$ cat src/sv/mmr_ram.sv
// generic single write port, single read port ram with registered read
module mmr_ram #(
   parameter int WIDTH = 8,
   parameter int DEPTH = 16
) (
   input  logic                     clock,
   input  logic                     wr_en,
   input  logic [$clog2(DEPTH)-1:0] wr_addr,
   input  logic [WIDTH-1:0]         wr_data,
   input  logic                     rd_en,
   input  logic [$clog2(DEPTH)-1:0] rd_addr,
   output logic [WIDTH-1:0]         rd_data
);

   logic [WIDTH-1:0] mem_ff [DEPTH];
   logic [WIDTH-1:0] rd_data_ff;

   always_ff @(posedge clock) begin
      if (wr_en) begin
         mem_ff[wr_addr] <= wr_data;
      end
      if (rd_en) begin
         rd_data_ff <= mem_ff[rd_addr];
      end
   end

   assign rd_data = rd_data_ff;

endmodule

$ cat config.mk
export PLATFORM = sky130hd
export DESIGN_NAME = mmr_ram
export DESIGN_NICKNAME = d
export VERILOG_FILES = /design/src/sv/mmr_ram.sv
export SDC_FILE = /design/constraint.sdc
export NUM_CORES = 1
export LEC_CHECK = 0
export ABC_CLOCK_PERIOD_IN_PS = 2100
export BUFFER_PORTS_ARGS = -buffer_cell sky130_fd_sc_hd__buf_2
export CORE_ASPECT_RATIO = 1.5
export CORE_MARGIN = 5
export CORE_UTILIZATION = 60
export DETAILED_ROUTE_END_ITERATION = 8
export GPL_TIMING_DRIVEN = 0
export PLACE_DENSITY = 0.84
export SYNTH_ARGS = -nofsm -noshare
export SYNTH_HDL_FRONTEND = slang
export SYNTH_SLANG_ARGS = --single-unit
$ cat constraint.sdc
create_clock -name clock -period 2.1 [get_ports clock]
set_input_delay 0.315 -clock clock [delete_from_list [all_inputs] [get_ports clock]]
set_output_delay 0.315 -clock clock [all_outputs]
set_load 0.005 [all_outputs]
==> run summary <==
nets: 292
Clock power frac: 48.3%
core area: 8460 sq um
Max Clk Rate: 546 MHz
vias in the first global route: 2663
Worst EP arrival: 1860 ps
grt met1 use: 25.5%
HPWL after detailed placement: 6380 um
crit-path max FO: 8
Initial Util: 61.8%
GRT Residual Overflow: 0
Worst Skew: 5.83 ps
outcome: finished, final reports clean
Hold Crit Class: input port to flip-flop
global-route wire length before repair: 15600 um
io pins: 27
die height: 124 um
largest family of logic cells by synthesized area: multiplexers
P_int: 5.26 mW
clock period minus worst slack: 1830 ps
mux share of post-synthesis cell area: 14.8%
delay-heaviest family, CP: simple AND/OR/NAND/NOR gates
CP max stage cell: nor3_1
Seq/Total Area, Yosys: 78.1%
flops & latches, synth: 136
simple-gate share of the synthesized area: 3.14%
Worst-path clk slew: 60 ps
WS Path Type: input port to flip-flop
post-synthesis xor/xnor area fraction: 0%
placed insts: 361
CP peak stage delay: 910 ps
Post-Synth Adder-Cell Area: 0%
routed via count: 2487
Max clock buf depth: 2
clock sink count: 136
clock insertion delay at the later pin of the skew report: 420 ps
net switching power: 1.24 mW
CP bufs+invs: 1
Final Slew Violations: 0
Num CTS Buffers: 17
Power Total: 6.51 mW
post-DR vias/cell: 6.33
TritonCTS clock tree: built
non-filler cells, final: 393
die area: 10700 sq um
area occupied by multi-input gates: 1060 sq um
logic gate share of total power: 4.4%
Post-Place Worst Slack: -183 ps
sequential power share: 47.3%
Relative slew margins: 7.50%
startpoint class of the critical path: input port
initial antenna violation count: 0
CP Cell Sequence: buf_2 > or3b_2 > nor3_1
drt first pass iters: 4
standard-cell row count: 41
final WL: 10200 um
post-synthesis compound-gate area fraction: 2.30%
worst-margin pin slew: 1380 ps
CTS H-tree depth: 4
worst path required time: 2130 ps
Routed Antenna Nets: 0
First DRT Iteration DRCs: 249
synthesized area per cell: 22.8 sq um
Final setup viols: 0
# diodes: 0
Die W: 86.2 um
final setup margin: 269 ps
DRC violations left: 0
fin crit share: 87.2%
fillers: 468
Post-Syn Area: 5230 sq um
syn_nets: 248
Total Routing Usage GR: 21.0%
Synth Warn #: 0
global-route met2 utilization: 33.3%
switch share: 19.1%
Synth Instances: 229
Max rail drop VDD: 1.11 mV
Post-CTS Hold Buffers: 0
CTS resizes: 0
count of different cell masters after synthesis: 18
routed wire length per instance: 25.9 um
share of cells above drive strength 1: 29.7%
GRT Max-Usage Layer: met2
clock root buffer: clkbuf_16
setup TNS: 0 ps
unrepaired setup endpoints after global routing: no
Worst setup EP type: flip-flop
Placer Congestion: 0.832
MaxCap Viol Count: 0
Synth-to-Final Area Change: 17.1%
Pwr Density: 1060 nW/um^2
postcts setup bufs: 0
Hold WS: 237 ps
pin count of the biggest net entering global routing: 17
met3 Use GR: 6.88%
I/O Buffers: 25
Leakage Power: 2.06 nW
Final Hold Viols: 0
Storage cell area: 4080 sq um
-- per-stage QoR --
| step | instance area [sq um] | utilization, % |
|---|---|---|
| after floorplan | 5230 | - |
| after global placement | 5490 | 64.8 |
| after detailed placement | 5490 | 64.8 |
| after CTS | 6120 | 72.3 |
| after global routing | 6120 | 72.3 |
| final | 6120 | 72.3 |
-- routing by layer --
| layer | share of wire [%] | wire length, um |
|---|---|---|
| met5 | 0 | 0 |
| met3 | 7.5 | 762 |
| met1 | 35 | 3600 |
| met2 | 52 | 5340 |
| met4 | 4.7 | 482 |
-- cell families (layout without fill, tap and decap cells) --
group,after synthesis,after routing
mux,32,32
simple gates,35,35
flops,136,136
buf+inv,10,67
compound gates,16,16
-- registers in the layout, summed over array words and instances, names as in the netlist --
| name | count |
|---|---|
| rd_data | 8 |
| mem_ff | 128 |
-- path summary, 6_finish.rpt --
kind / startpoint / to / slack (ps) / cells past startpoint
max: wr_addr[2] / mem_ff[0][4] / 270 / 3
min: rd_en / rd_data[4] / 240 / 1
max reg2reg: mem_ff[1][0] / rd_data[0] / 520 / 3
min reg2reg: mem_ff[12][3] / rd_data[3] / 780 / 3
-- cell usage in the layout, fill, tap and decap left out, drive strengths merged --
| cell | instances |
|---|---|
| bufinv | 5 |
| clkdlybuf4s25 | 3 |
| clkinvlp | 2 |
| nand3 | 1 |
| and2b | 1 |
| edfxtp | 136 |
| mux4 | 32 |
| nor2b | 1 |
| nor3 | 4 |
| clkinv | 8 |
| nor2 | 13 |
| nand3b | 2 |
| nand2 | 9 |
| and2 | 1 |
| a22oi | 16 |
| buf | 32 |
| clkbuf | 17 |
| or3b | 1 |
| nand2b | 2 |
-- cells in the mapped netlist --
| master | count | area share (%) |
|---|---|---|
| nand3_1 | 1 | 0.096 |
| edfxtp_1 | 136 | 78 |
| buf_6 | 3 | 0.65 |
| nor3_1 | 4 | 0.38 |
| buf_4 | 1 | 0.14 |
| or3b_2 | 1 | 0.17 |
| nor2_1 | 13 | 0.93 |
| buf_2 | 3 | 0.29 |
| a22oi_1 | 16 | 2.3 |
| nand3b_1 | 2 | 0.29 |
| and2_1 | 1 | 0.12 |
| nand2_1 | 9 | 0.65 |
| and2b_1 | 1 | 0.14 |
| mux4_1 | 14 | 7.0 |
| clkdlybuf4s25_2 | 3 | 0.57 |
| nand2b_1 | 2 | 0.24 |
| nor2b_1 | 1 | 0.12 |
| mux4_2 | 18 | 7.8 |
-- power by group through the flow --
| stage | clock, mW | combinational (mW) | sequential [mW] |
|---|---|---|---|
| floorplan | 0 | 0.154 | 3.13 |
| global placement | 0 | 0.272 | 3.12 |
| detailed placement | 0 | 0.286 | 3.13 |
| CTS | 3.18 | 0.290 | 3.08 |
| global route | 3.29 | 0.307 | 3.08 |
| finish | 3.14 | 0.288 | 3.08 |
-- final cells by class --
| type | instances | area share, % |
|---|---|---|
| Buffer | 10 | 1.41 |
| Clock buffer | 17 | 6.95 |
| Clock inverter | 15 | 3.39 |
| Multi-Input combinational cell | 83 | 17.3 |
| Sequential cell | 136 | 66.7 |
| Tap cell | 107 | 2.19 |
| Timing Repair Buffer | 25 | 2.04 |
(Power assumes the default switching activity.)
